--- src/rtl/smtrf_pkg.sv ---
// Shared constants and types for the SPI master transmit/receive FIFO core.
package smtrf_pkg;

  localparam int FIFO_DEPTH_DEF = 16;

  localparam logic [1:0] OP_SEND    = 2'd0;
  localparam logic [1:0] OP_GET     = 2'd1;
  localparam logic [1:0] OP_DONE    = 2'd2;
  localparam logic [1:0] OP_REQUEST = 2'd3;

  localparam logic [7:0] FILLER_BYTE = 8'hFD;
  localparam logic [7:0] EMPTY_BYTE  = 8'hFE;

  localparam int LEVEL_W = 5;

  typedef struct packed {
    logic [1:0] op;
    logic [7:0] data_byte;
    logic [7:0] received_byte;
    logic       rcv_filler;
  } cmd_t;

  typedef struct packed {
    logic               shift_valid;
    logic [7:0]         shift_byte;
    logic [7:0]         read_byte;
    logic               rx_not_empty;
    logic               tx_accepted;
    logic               rx_dropped;
    logic [LEVEL_W-1:0] tx_level;
    logic [LEVEL_W-1:0] rx_level;
  } res_t;

endpackage

--- src/rtl/smtrf_ram.sv ---
// Generic single-write, single-read RAM with registered read data.
module smtrf_ram #(
  parameter int WIDTH = 8,
  parameter int DEPTH = 16
) (
  input  logic                     clk,
  input  logic                     we,
  input  logic [$clog2(DEPTH)-1:0] waddr,
  input  logic [WIDTH-1:0]         wdata,
  input  logic                     re,
  input  logic [$clog2(DEPTH)-1:0] raddr,
  output logic [WIDTH-1:0]         rdata
);

  logic [WIDTH-1:0] mem [DEPTH];
  logic [WIDTH-1:0] rdata_r;

  always_ff @(posedge clk) begin
    if (we) begin
      mem[waddr] <= wdata;
    end
    if (re) begin
      rdata_r <= mem[raddr];
    end
  end

  assign rdata = rdata_r;

endmodule

--- src/rtl/smtrf_front.sv ---
// Request intake: classify each request and hold it in a two-entry queue.
module smtrf_front (
  input  logic              clk,
  input  logic              rst_n,
  input  logic              in_valid,
  output logic              in_stall,
  input  logic [1:0]        in_operation,
  input  logic [7:0]        in_data_byte,
  input  logic [7:0]        in_received_byte,
  output logic              cmd_valid,
  input  logic              cmd_ready,
  output smtrf_pkg::cmd_t   cmd
);
  import smtrf_pkg::*;

  cmd_t       q_r [2];
  logic       wp_r, wp_nxt;
  logic       rp_r, rp_nxt;
  logic [1:0] cnt_r, cnt_nxt;
  logic       push, pop;
  cmd_t       cls;

  always_comb begin
    cls.op            = in_operation;
    cls.data_byte     = in_data_byte;
    cls.received_byte = in_received_byte;
    cls.rcv_filler    = (in_received_byte == FILLER_BYTE);
  end

  assign in_stall  = (cnt_r == 2'd2);
  assign push      = in_valid && !in_stall;
  assign cmd_valid = (cnt_r != 2'd0);
  assign pop       = cmd_valid && cmd_ready;
  assign cmd       = q_r[rp_r];

  always_comb begin
    wp_nxt  = push ? !wp_r : wp_r;
    rp_nxt  = pop ? !rp_r : rp_r;
    cnt_nxt = cnt_r + 2'(push) - 2'(pop);
  end

  always_ff @(posedge clk) begin
    if (!rst_n) begin
      wp_r  <= 1'b0;
      rp_r  <= 1'b0;
      cnt_r <= 2'd0;
    end else begin
      wp_r  <= wp_nxt;
      rp_r  <= rp_nxt;
      cnt_r <= cnt_nxt;
    end
  end

  always_ff @(posedge clk) begin
    if (push) begin
      q_r[wp_r] <= cls;
    end
  end

endmodule

--- src/rtl/smtrf_back.sv ---
// Request execution: FIFO pointers, link state, FIFO RAMs and result register.
module smtrf_back #(
  parameter int FIFO_DEPTH = smtrf_pkg::FIFO_DEPTH_DEF
) (
  input  logic            clk,
  input  logic            rst_n,
  input  logic            cmd_valid,
  output logic            cmd_ready,
  input  smtrf_pkg::cmd_t cmd,
  output logic            res_valid,
  input  logic            res_stall,
  output smtrf_pkg::res_t res
);
  import smtrf_pkg::*;

  localparam int AW = $clog2(FIFO_DEPTH);
  localparam int CW = $clog2(FIFO_DEPTH + 1);

  typedef struct packed {
    logic               shift_valid;
    logic               shift_from_ram;
    logic [7:0]         shift_imm;
    logic               read_from_ram;
    logic [7:0]         read_imm;
    logic               rx_not_empty;
    logic               tx_accepted;
    logic               rx_dropped;
    logic [LEVEL_W-1:0] tx_level;
    logic [LEVEL_W-1:0] rx_level;
  } mid_t;

  function automatic logic [AW-1:0] inc_ptr(input logic [AW-1:0] p);
    inc_ptr = (p == AW'(FIFO_DEPTH - 1)) ? '0 : p + AW'(1);
  endfunction

  logic [AW-1:0] tx_head_r, tx_head_nxt, tx_tail_r, tx_tail_nxt;
  logic [AW-1:0] rx_head_r, rx_head_nxt, rx_tail_r, rx_tail_nxt;
  logic [CW-1:0] tx_cnt_r, tx_cnt_nxt, rx_cnt_r, rx_cnt_nxt;
  logic          busy_r, busy_nxt;
  logic          req_en_r, req_en_nxt;
  logic          m_valid_r, m_valid_nxt;
  mid_t          m_r, m_nxt;
  logic          out_valid_r, out_valid_nxt;
  res_t          res_r, res_nxt;

  logic          issue, m_move, out_free;
  logic          tx_we, tx_re, rx_we, rx_re;
  logic [7:0]    tx_rdata, rx_rdata;

  assign out_free  = !out_valid_r || !res_stall;
  assign m_move    = m_valid_r && out_free;
  assign cmd_ready = !m_valid_r || m_move;
  assign issue     = cmd_valid && cmd_ready;

  always_comb begin
    tx_head_nxt = tx_head_r;
    tx_tail_nxt = tx_tail_r;
    tx_cnt_nxt  = tx_cnt_r;
    rx_head_nxt = rx_head_r;
    rx_tail_nxt = rx_tail_r;
    rx_cnt_nxt  = rx_cnt_r;
    busy_nxt    = busy_r;
    req_en_nxt  = req_en_r;
    tx_we       = 1'b0;
    tx_re       = 1'b0;
    rx_we       = 1'b0;
    rx_re       = 1'b0;
    m_nxt       = '0;
    if (issue) begin
      case (cmd.op)
        OP_SEND: begin
          req_en_nxt = 1'b0;
          if (tx_cnt_r < CW'(FIFO_DEPTH)) begin
            tx_we             = 1'b1;
            tx_tail_nxt       = inc_ptr(tx_tail_r);
            tx_cnt_nxt        = tx_cnt_r + CW'(1);
            m_nxt.tx_accepted = 1'b1;
          end
          if (tx_cnt_r == '0 && !busy_r) begin
            tx_head_nxt       = inc_ptr(tx_head_r);
            tx_cnt_nxt        = tx_cnt_r;
            busy_nxt          = 1'b1;
            m_nxt.shift_valid = 1'b1;
            m_nxt.shift_imm   = cmd.data_byte;
          end
        end
        OP_GET: begin
          if (rx_cnt_r != '0) begin
            rx_re               = 1'b1;
            rx_head_nxt         = inc_ptr(rx_head_r);
            rx_cnt_nxt          = rx_cnt_r - CW'(1);
            m_nxt.read_from_ram = 1'b1;
          end else begin
            m_nxt.read_imm = EMPTY_BYTE;
          end
        end
        OP_DONE: begin
          if (!cmd.rcv_filler) begin
            if (rx_cnt_r < CW'(FIFO_DEPTH)) begin
              rx_we       = 1'b1;
              rx_tail_nxt = inc_ptr(rx_tail_r);
              rx_cnt_nxt  = rx_cnt_r + CW'(1);
            end else begin
              m_nxt.rx_dropped = 1'b1;
            end
          end
          if (tx_cnt_r == '0) begin
            req_en_nxt = 1'b1;
            busy_nxt   = 1'b0;
          end else begin
            busy_nxt             = 1'b1;
            tx_re                = 1'b1;
            tx_head_nxt          = inc_ptr(tx_head_r);
            tx_cnt_nxt           = tx_cnt_r - CW'(1);
            m_nxt.shift_valid    = 1'b1;
            m_nxt.shift_from_ram = 1'b1;
          end
        end
        OP_REQUEST: begin
          if (req_en_r) begin
            m_nxt.shift_valid = 1'b1;
            if (tx_cnt_r != '0) begin
              tx_re                = 1'b1;
              tx_head_nxt          = inc_ptr(tx_head_r);
              tx_cnt_nxt           = tx_cnt_r - CW'(1);
              m_nxt.shift_from_ram = 1'b1;
            end else begin
              m_nxt.shift_imm = FILLER_BYTE;
            end
          end
        end
        default: begin
          m_nxt = '0;
        end
      endcase
      m_nxt.rx_not_empty = (rx_cnt_nxt != '0);
      m_nxt.tx_level     = LEVEL_W'(tx_cnt_nxt);
      m_nxt.rx_level     = LEVEL_W'(rx_cnt_nxt);
    end
  end

  always_comb begin
    m_valid_nxt = m_valid_r;
    if (issue) begin
      m_valid_nxt = 1'b1;
    end else if (m_move) begin
      m_valid_nxt = 1'b0;
    end
    out_valid_nxt = out_valid_r;
    if (m_move) begin
      out_valid_nxt = 1'b1;
    end else if (out_valid_r && !res_stall) begin
      out_valid_nxt = 1'b0;
    end
    res_nxt.shift_valid  = m_r.shift_valid;
    res_nxt.shift_byte   = m_r.shift_from_ram ? tx_rdata : m_r.shift_imm;
    res_nxt.read_byte    = m_r.read_from_ram ? rx_rdata : m_r.read_imm;
    res_nxt.rx_not_empty = m_r.rx_not_empty;
    res_nxt.tx_accepted  = m_r.tx_accepted;
    res_nxt.rx_dropped   = m_r.rx_dropped;
    res_nxt.tx_level     = m_r.tx_level;
    res_nxt.rx_level     = m_r.rx_level;
  end

  always_ff @(posedge clk) begin
    if (!rst_n) begin
      tx_head_r   <= '0;
      tx_tail_r   <= '0;
      tx_cnt_r    <= '0;
      rx_head_r   <= '0;
      rx_tail_r   <= '0;
      rx_cnt_r    <= '0;
      busy_r      <= 1'b0;
      req_en_r    <= 1'b1;
      m_valid_r   <= 1'b0;
      out_valid_r <= 1'b0;
    end else begin
      tx_head_r   <= tx_head_nxt;
      tx_tail_r   <= tx_tail_nxt;
      tx_cnt_r    <= tx_cnt_nxt;
      rx_head_r   <= rx_head_nxt;
      rx_tail_r   <= rx_tail_nxt;
      rx_cnt_r    <= rx_cnt_nxt;
      busy_r      <= busy_nxt;
      req_en_r    <= req_en_nxt;
      m_valid_r   <= m_valid_nxt;
      out_valid_r <= out_valid_nxt;
    end
  end

  always_ff @(posedge clk) begin
    if (issue) begin
      m_r <= m_nxt;
    end
    if (m_move) begin
      res_r <= res_nxt;
    end
  end

  smtrf_ram #(
    .WIDTH (8),
    .DEPTH (FIFO_DEPTH)
  ) u_tx_ram (
    .clk   (clk),
    .we    (tx_we),
    .waddr (tx_tail_r),
    .wdata (cmd.data_byte),
    .re    (tx_re),
    .raddr (tx_head_r),
    .rdata (tx_rdata)
  );

  smtrf_ram #(
    .WIDTH (8),
    .DEPTH (FIFO_DEPTH)
  ) u_rx_ram (
    .clk   (clk),
    .we    (rx_we),
    .waddr (rx_tail_r),
    .wdata (cmd.received_byte),
    .re    (rx_re),
    .raddr (rx_head_r),
    .rdata (rx_rdata)
  );

  assign res_valid = out_valid_r;
  assign res       = res_r;

  a_tx_read_nonempty: assert property (@(posedge clk) disable iff (!rst_n)
    tx_re |-> tx_cnt_r != '0)
    else $error("transmit RAM read with empty FIFO");

  a_tx_ptr_match: assert property (@(posedge clk) disable iff (!rst_n)
    tx_cnt_r == '0 |-> tx_head_r == tx_tail_r)
    else $error("transmit pointers disagree with empty count");

  a_busy_fall: assert property (@(posedge clk) disable iff (!rst_n)
    $fell(busy_r) |-> $past(issue && cmd.op == OP_DONE))
    else $error("link went idle without transfer done");

  a_out_rise: assert property (@(posedge clk) disable iff (!rst_n)
    $rose(out_valid_r) |-> $past(m_valid_r))
    else $error("result appeared without a request in flight");

  a_drop_full: assert property (@(posedge clk) disable iff (!rst_n)
    out_valid_r && res_r.rx_dropped |-> res_r.rx_level == LEVEL_W'(FIFO_DEPTH))
    else $error("receive byte dropped while FIFO not full");

endmodule

--- src/rtl/spi_master_tx_rx_fifo_core.sv ---
// Top level of the SPI master transmit/receive FIFO core.
// Each request (send, get, transfer done, slave request) yields exactly one result.
// Requests enter a two-entry queue, then the execution stage updates the FIFO
// pointers and reads the FIFO RAM, and the result lands in an output register.
// Sustained rate is one request per clock while out_stall is low. Each result
// passes through the queue, the execution stage register and the output register.
// Both FIFOs hold FIFO_DEPTH bytes; levels are reported in 5 bits. There is no
// clearing pass after reset.
module spi_master_tx_rx_fifo_core #(
  parameter int FIFO_DEPTH = smtrf_pkg::FIFO_DEPTH_DEF
) (
  input  logic       clk,
  input  logic       rst_n,
  input  logic       in_valid,
  output logic       in_stall,
  input  logic [1:0] in_operation,
  input  logic [7:0] in_data_byte,
  input  logic [7:0] in_received_byte,
  output logic       out_valid,
  input  logic       out_stall,
  output logic       out_shift_valid,
  output logic [7:0] out_shift_byte,
  output logic [7:0] out_read_byte,
  output logic       out_rx_not_empty,
  output logic       out_tx_accepted,
  output logic       out_rx_dropped,
  output logic [4:0] out_tx_level,
  output logic [4:0] out_rx_level
);
  import smtrf_pkg::*;

  logic cmd_valid;
  logic cmd_ready;
  cmd_t cmd;
  res_t res;

  smtrf_front u_front (
    .clk              (clk),
    .rst_n            (rst_n),
    .in_valid         (in_valid),
    .in_stall         (in_stall),
    .in_operation     (in_operation),
    .in_data_byte     (in_data_byte),
    .in_received_byte (in_received_byte),
    .cmd_valid        (cmd_valid),
    .cmd_ready        (cmd_ready),
    .cmd              (cmd)
  );

  smtrf_back #(
    .FIFO_DEPTH (FIFO_DEPTH)
  ) u_back (
    .clk       (clk),
    .rst_n     (rst_n),
    .cmd_valid (cmd_valid),
    .cmd_ready (cmd_ready),
    .cmd       (cmd),
    .res_valid (out_valid),
    .res_stall (out_stall),
    .res       (res)
  );

  assign out_shift_valid  = res.shift_valid;
  assign out_shift_byte   = res.shift_byte;
  assign out_read_byte    = res.read_byte;
  assign out_rx_not_empty = res.rx_not_empty;
  assign out_tx_accepted  = res.tx_accepted;
  assign out_rx_dropped   = res.rx_dropped;
  assign out_tx_level     = res.tx_level;
  assign out_rx_level     = res.rx_level;

endmodule
--- config.mk ---
export PLATFORM = sky130hd
export DESIGN_NAME = spi_master_tx_rx_fifo_core
export DESIGN_NICKNAME = d
export VERILOG_FILES = /design/src/rtl/smtrf_pkg.sv /design/src/rtl/smtrf_ram.sv /design/src/rtl/smtrf_front.sv /design/src/rtl/smtrf_back.sv /design/src/rtl/spi_master_tx_rx_fifo_core.sv
export SDC_FILE = /design/constraint.sdc
export NUM_CORES = 1
export LEC_CHECK = 0
export ABC_CLOCK_PERIOD_IN_PS = 3200
export BUFFER_PORTS_ARGS = -buffer_cell sky130_fd_sc_hd__buf_2
export CORE_MARGIN = 10
export CORE_UTILIZATION = 50
export DETAILED_ROUTE_END_ITERATION = 8
export GPL_TIMING_DRIVEN = 0
export HOLD_SLACK_MARGIN = 0.06
export PLACE_DENSITY = 0.69
export SLEW_MARGIN = 30
export SYNTH_ARGS = -nofsm -noshare
export SYNTH_HDL_FRONTEND = slang
export SYNTH_SLANG_ARGS = --single-unit
--- constraint.sdc ---
create_clock -name clk -period 3.2 [get_ports clk]
set_input_delay 0.32 -clock clk [delete_from_list [all_inputs] [get_ports clk]]
set_output_delay 0.32 -clock clk [all_outputs]
set_load 0.01 [all_outputs]
==> results.md <==
* Top-Level Pins at 54
* Total GRT Usage at 16.1%
* Diodes inserted at 0
* EDFF count, synth at 365
* Status: complete, no violations
* #FFs+latches synth at 400
* Clk root buf: clkbuf_16
* H-tree depth at 2
* Min Hold Slack at 0.103 ns
* Drt pass-1 iters at 5
* Fin. Hold Viols at 0
* M3 GR Usage at around 3.2%
* Crit path max-delay family: buffers and inverters
* # DRC at 0
* Initial core utilization at 50.6%
* Final net count at 1055
* Mapped Avg Cell Area at ~18 µm²
* WHS Path Cells at 3
* Post-Place Setup Slack at -1.07 ns
* Least-Margin Pin Slew at about 0.86 ns
* Via-per-instance ratio at 5.64
* Core Rows at 65
* R2R cell count at 10
* FMAX at 332 MHz
* Area grow syn2layout at 19.3%
* Syn. warnings at 0
* Max transition margin at ~43%
* Max stage delay cell, worst path: dfxtp_1
* Drt initial violations at 789
* Crit path buffers/inverters at 4
* Final min period at 3.01 ns
* GPL Wtd Cong at 0.853
* FF-to-FF setup slack at slightly below 0.2 ns
* GRT overflow at 0
* Cells after Synth at 881
* Antenna violations before repair at 0
* Grt peak-use layer: met2
* Async SR Flop Fraction at 0%
* CP peak stage delay at between 0.3 and 0.4 ns
* Area of the mapped netlist at 15900 µm²
* Startpoint types: flip-flop
* Sequential share of the synthesized area at approximately three quarters
* Wire length per cell at 21.5 µm
* Syn_nets at about 900
* Worst setup margin at 0.192 ns
* Routed wire length at 31.1 mm
* TritonCTS clock tree: yes
* Core area at around 31000 µm²
* Vias in the first global route at 8451
* # setup viols final at 0
* Post-DP HPWL at 20.0 mm
* Number of buffers created by CTS at 42
* Die Footprint at 39400 µm²
* Critical path arrival at 3.26 ns
* Routing usage on met1 at 21.3%
* Via count at 8179
* P_leak at 6.25 nW
* Fin Clk Skew at 0.0184 ns
* Max clock buf depth at 3
* Distinct cells, synth at 64
* Layout cells sized above 1 at slightly below 30%
* Max Cap Viol at 0
* CP cell instances: buf_2, buf_4, mux2i_1, ha_1, nand2b_1, nor3_4, buf_12, nand2_2, nor3_4, buf_12
* Primary FF master, synth: edfxtp_1
* Routed Antenna Nets at 0
* Global-route wire length before repair at approximately 49 mm
* Worst R2R End: u_back.u_tx_ram.mem[3][3]
* Total power at 15.3 mW
* Clk_lat worst skew at 0.54 ns
* Peak VDD IR at 441 µV
* Largest net degree at the start of global routing at 21
* Worst Path Max Fanout at 10
* RSZ-0062 raised after global routing: no
* Min-Delay Endpoint: u_back.res_valid
* IO buf count at 52
* Power Density at 803 nW/µm²
* Die Width at 198 µm
* Worst setup EP type: flip-flop
* Clk pin slew, worst setup/hold paths at 0.06 ns
* Worst path required time at ~3.5 ns
* Final Cycle Share at 94.0%
* Critical path type: reg -> reg
* Worst Hold Class: in -> reg
* Pins Over Slew Limit at 0
* Die H at 198 µm
* Clk sink count at 400
* Met2 Track Usage GR at 26.8%
* Worst hold path startpoint: out_stall
-- worst register-to-register path, stage by stage (launching register included) --
cell      delay (ns)
dfxtp_1         0.33
buf_2           0.29
buf_4           0.29
mux2i_1         0.31
ha_1            0.33
nand2b_1        0.19
nor3_4          0.24
buf_12          0.15
nand2_2         0.18
nor3_4          0.25
buf_12          0.16
-- Yosys cell counts (3+ instances only) --
| cell type | n | area share (%) |
|---|---|---|
| nor2_1 | 59 | 1.4 |
| nor2b_1 | 5 | 0.20 |
| a211oi_1 | 4 | 0.19 |
| nand3_1 | 13 | 0.41 |
| o31ai_1 | 3 | 0.14 |
| buf_1 | 8 | 0.19 |
| nand2_1 | 53 | 1.2 |
| mux2i_1 | 10 | 0.63 |
| mux4_2 | 80 | 11 |
| nand4_1 | 3 | 0.12 |
| ha_1 | 20 | 1.6 |
| mux2_2 | 26 | 1.8 |
| o21ai_0 | 18 | 0.57 |
| clkbuf_1 | 24 | 0.57 |
| a21oi_1 | 24 | 0.75 |
| nand2b_1 | 10 | 0.39 |
| edfxtp_1 | 365 | 69 |
| a31oi_1 | 10 | 0.39 |
| nor3_1 | 12 | 0.38 |
| dfxtp_1 | 35 | 4.4 |
| inv_1 | 24 | 0.57 |
| xor2_1 | 6 | 0.33 |
| buf_2 | 10 | 0.31 |
| or4_1 | 3 | 0.14 |
| and3_1 | 6 | 0.24 |
-- area by class of cell --
class,instances,area (µm²)
sequential,400,11700
multi-input combinational,412,4310
inverter,25,93.8
clock inverter,23,337
timing repair buffer,88,761
clock buffer,55,1130
buffer,44,201
tap,402,503
fill,2222,12500
-- worst max path at each step --
stage                           endpoint  slack [ns]  cells past startpoint
6_report       u_back.u_tx_ram.mem[3][3]        0.19                     10
5_1_grt                   u_back.m_r[31]       0.007                      9
4_1_cts                   u_back.m_r[12]        0.02                      8
3_5_place_dp   u_back.u_rx_ram.mem[7][3]       -1.07                      8
3_3_place_gp   u_back.u_tx_ram.mem[0][4]       -1.39                      8
2_1_floorplan  u_back.u_tx_ram.mem[0][0]       -0.05                      8
-- repair_timing --
action | in CTS | in global routing
gates resized for setup | 69 | 9
pin swaps | 10 | 1
setup endpoints to repair | 316 | 272
endpoints found under the hold margin | 36 | 0
hold buffers | 18 | 0
gates cloned | 0 | 0
setup buffers | 14 | 1
-- placed cells by master, fill, tap and decap left out, types with 4 or more instances in the layout --
cell type	n
nor3_4	10
nor3_1	4
buf_2	64
nand2b_1	10
buf_1	6
dlygate4sd3_1	18
a31oi_1	10
nor2_1	34
xor2_1	6
buf_4	6
buf_12	10
nand3_1	13
nor2_4	25
o21ai_0	18
edfxtp_1	365
a21oi_1	24
inv_1	24
mux2_2	26
nor2b_1	5
mux2i_1	9
and3_1	5
nand2_2	8
ha_1	20
nand2_1	45
clkinv_1	8
dfxtp_1	35
clkbuf_16	43
clkbuf_1	32
bufinv_16	8
mux4_2	80
-- power by group --
part / internal (mW) / leakage, nW / total, mW / switching (mW)
sequential: 6.71 / 3.62 / 6.92 / 0.209
combinational: 1.30 / 1.93 / 3.26 / 1.96
clock: 3.15 / 0.707 / 5.08 / 1.93
total: 11.2 / 6.25 / 15.3 / 4.10
-- kinds of logic after synthesis --
family / Yosys count / synth area share, %
AO/OA/AOI/OAI: 79 / 3.21
XOR/XNOR: 8 / 0.440
adder cells (fa/ha/maj): 20 / 1.57
buffers and inverters: 69 / 1.80
flip-flops: 400 / 73.2
multiplexers: 116 / 13.8
AND/OR/NAND/NOR: 189 / 5.95
-- state kept, by name, summed over array words and instances (netlist names), 2 cells and up, named ones only --
name                   cells
u_back.u_rx_ram.mem      128
u_back.u_tx_ram.mem      128
u_front.q_r               38
u_back.res                30
u_back.m_r                25
u_back.u_rx_ram.rdata      8
u_back.u_tx_ram.rdata      8
u_back.rx_cnt_r            5
u_back.tx_cnt_r            5
u_back.rx_head_r           4
u_back.rx_tail_r           4
u_back.tx_head_r           4
u_back.tx_tail_r           4
u_front.cnt_r              2
-- per-stage QoR --
| step | area (µm²) | instances | util, % | TNS [ns] |
|---|---|---|---|---|
| after floorplan | 15900 | 881 | - | -1.30 |
| after global placement | 16700 | 1335 | 53.0 | -301.37 |
| after detailed placement | 16800 | 1338 | 53.5 | -265.72 |
| after CTS | 19000 | 1448 | 60.3 | 0 |
| after global routing | 19000 | 1449 | 60.4 | 0 |
| final | 19000 | 1449 | 60.4 | 0 |
-- per-layer routing --
layer / vias to the layer above / wire, µm
met5: - / 0
met3: 42 / 1920
li1: 3751 / -
met4: 0 / 514
met1: 4109 / 13000
met2: 277 / 15700
Power figures use the tool's default switching activity.
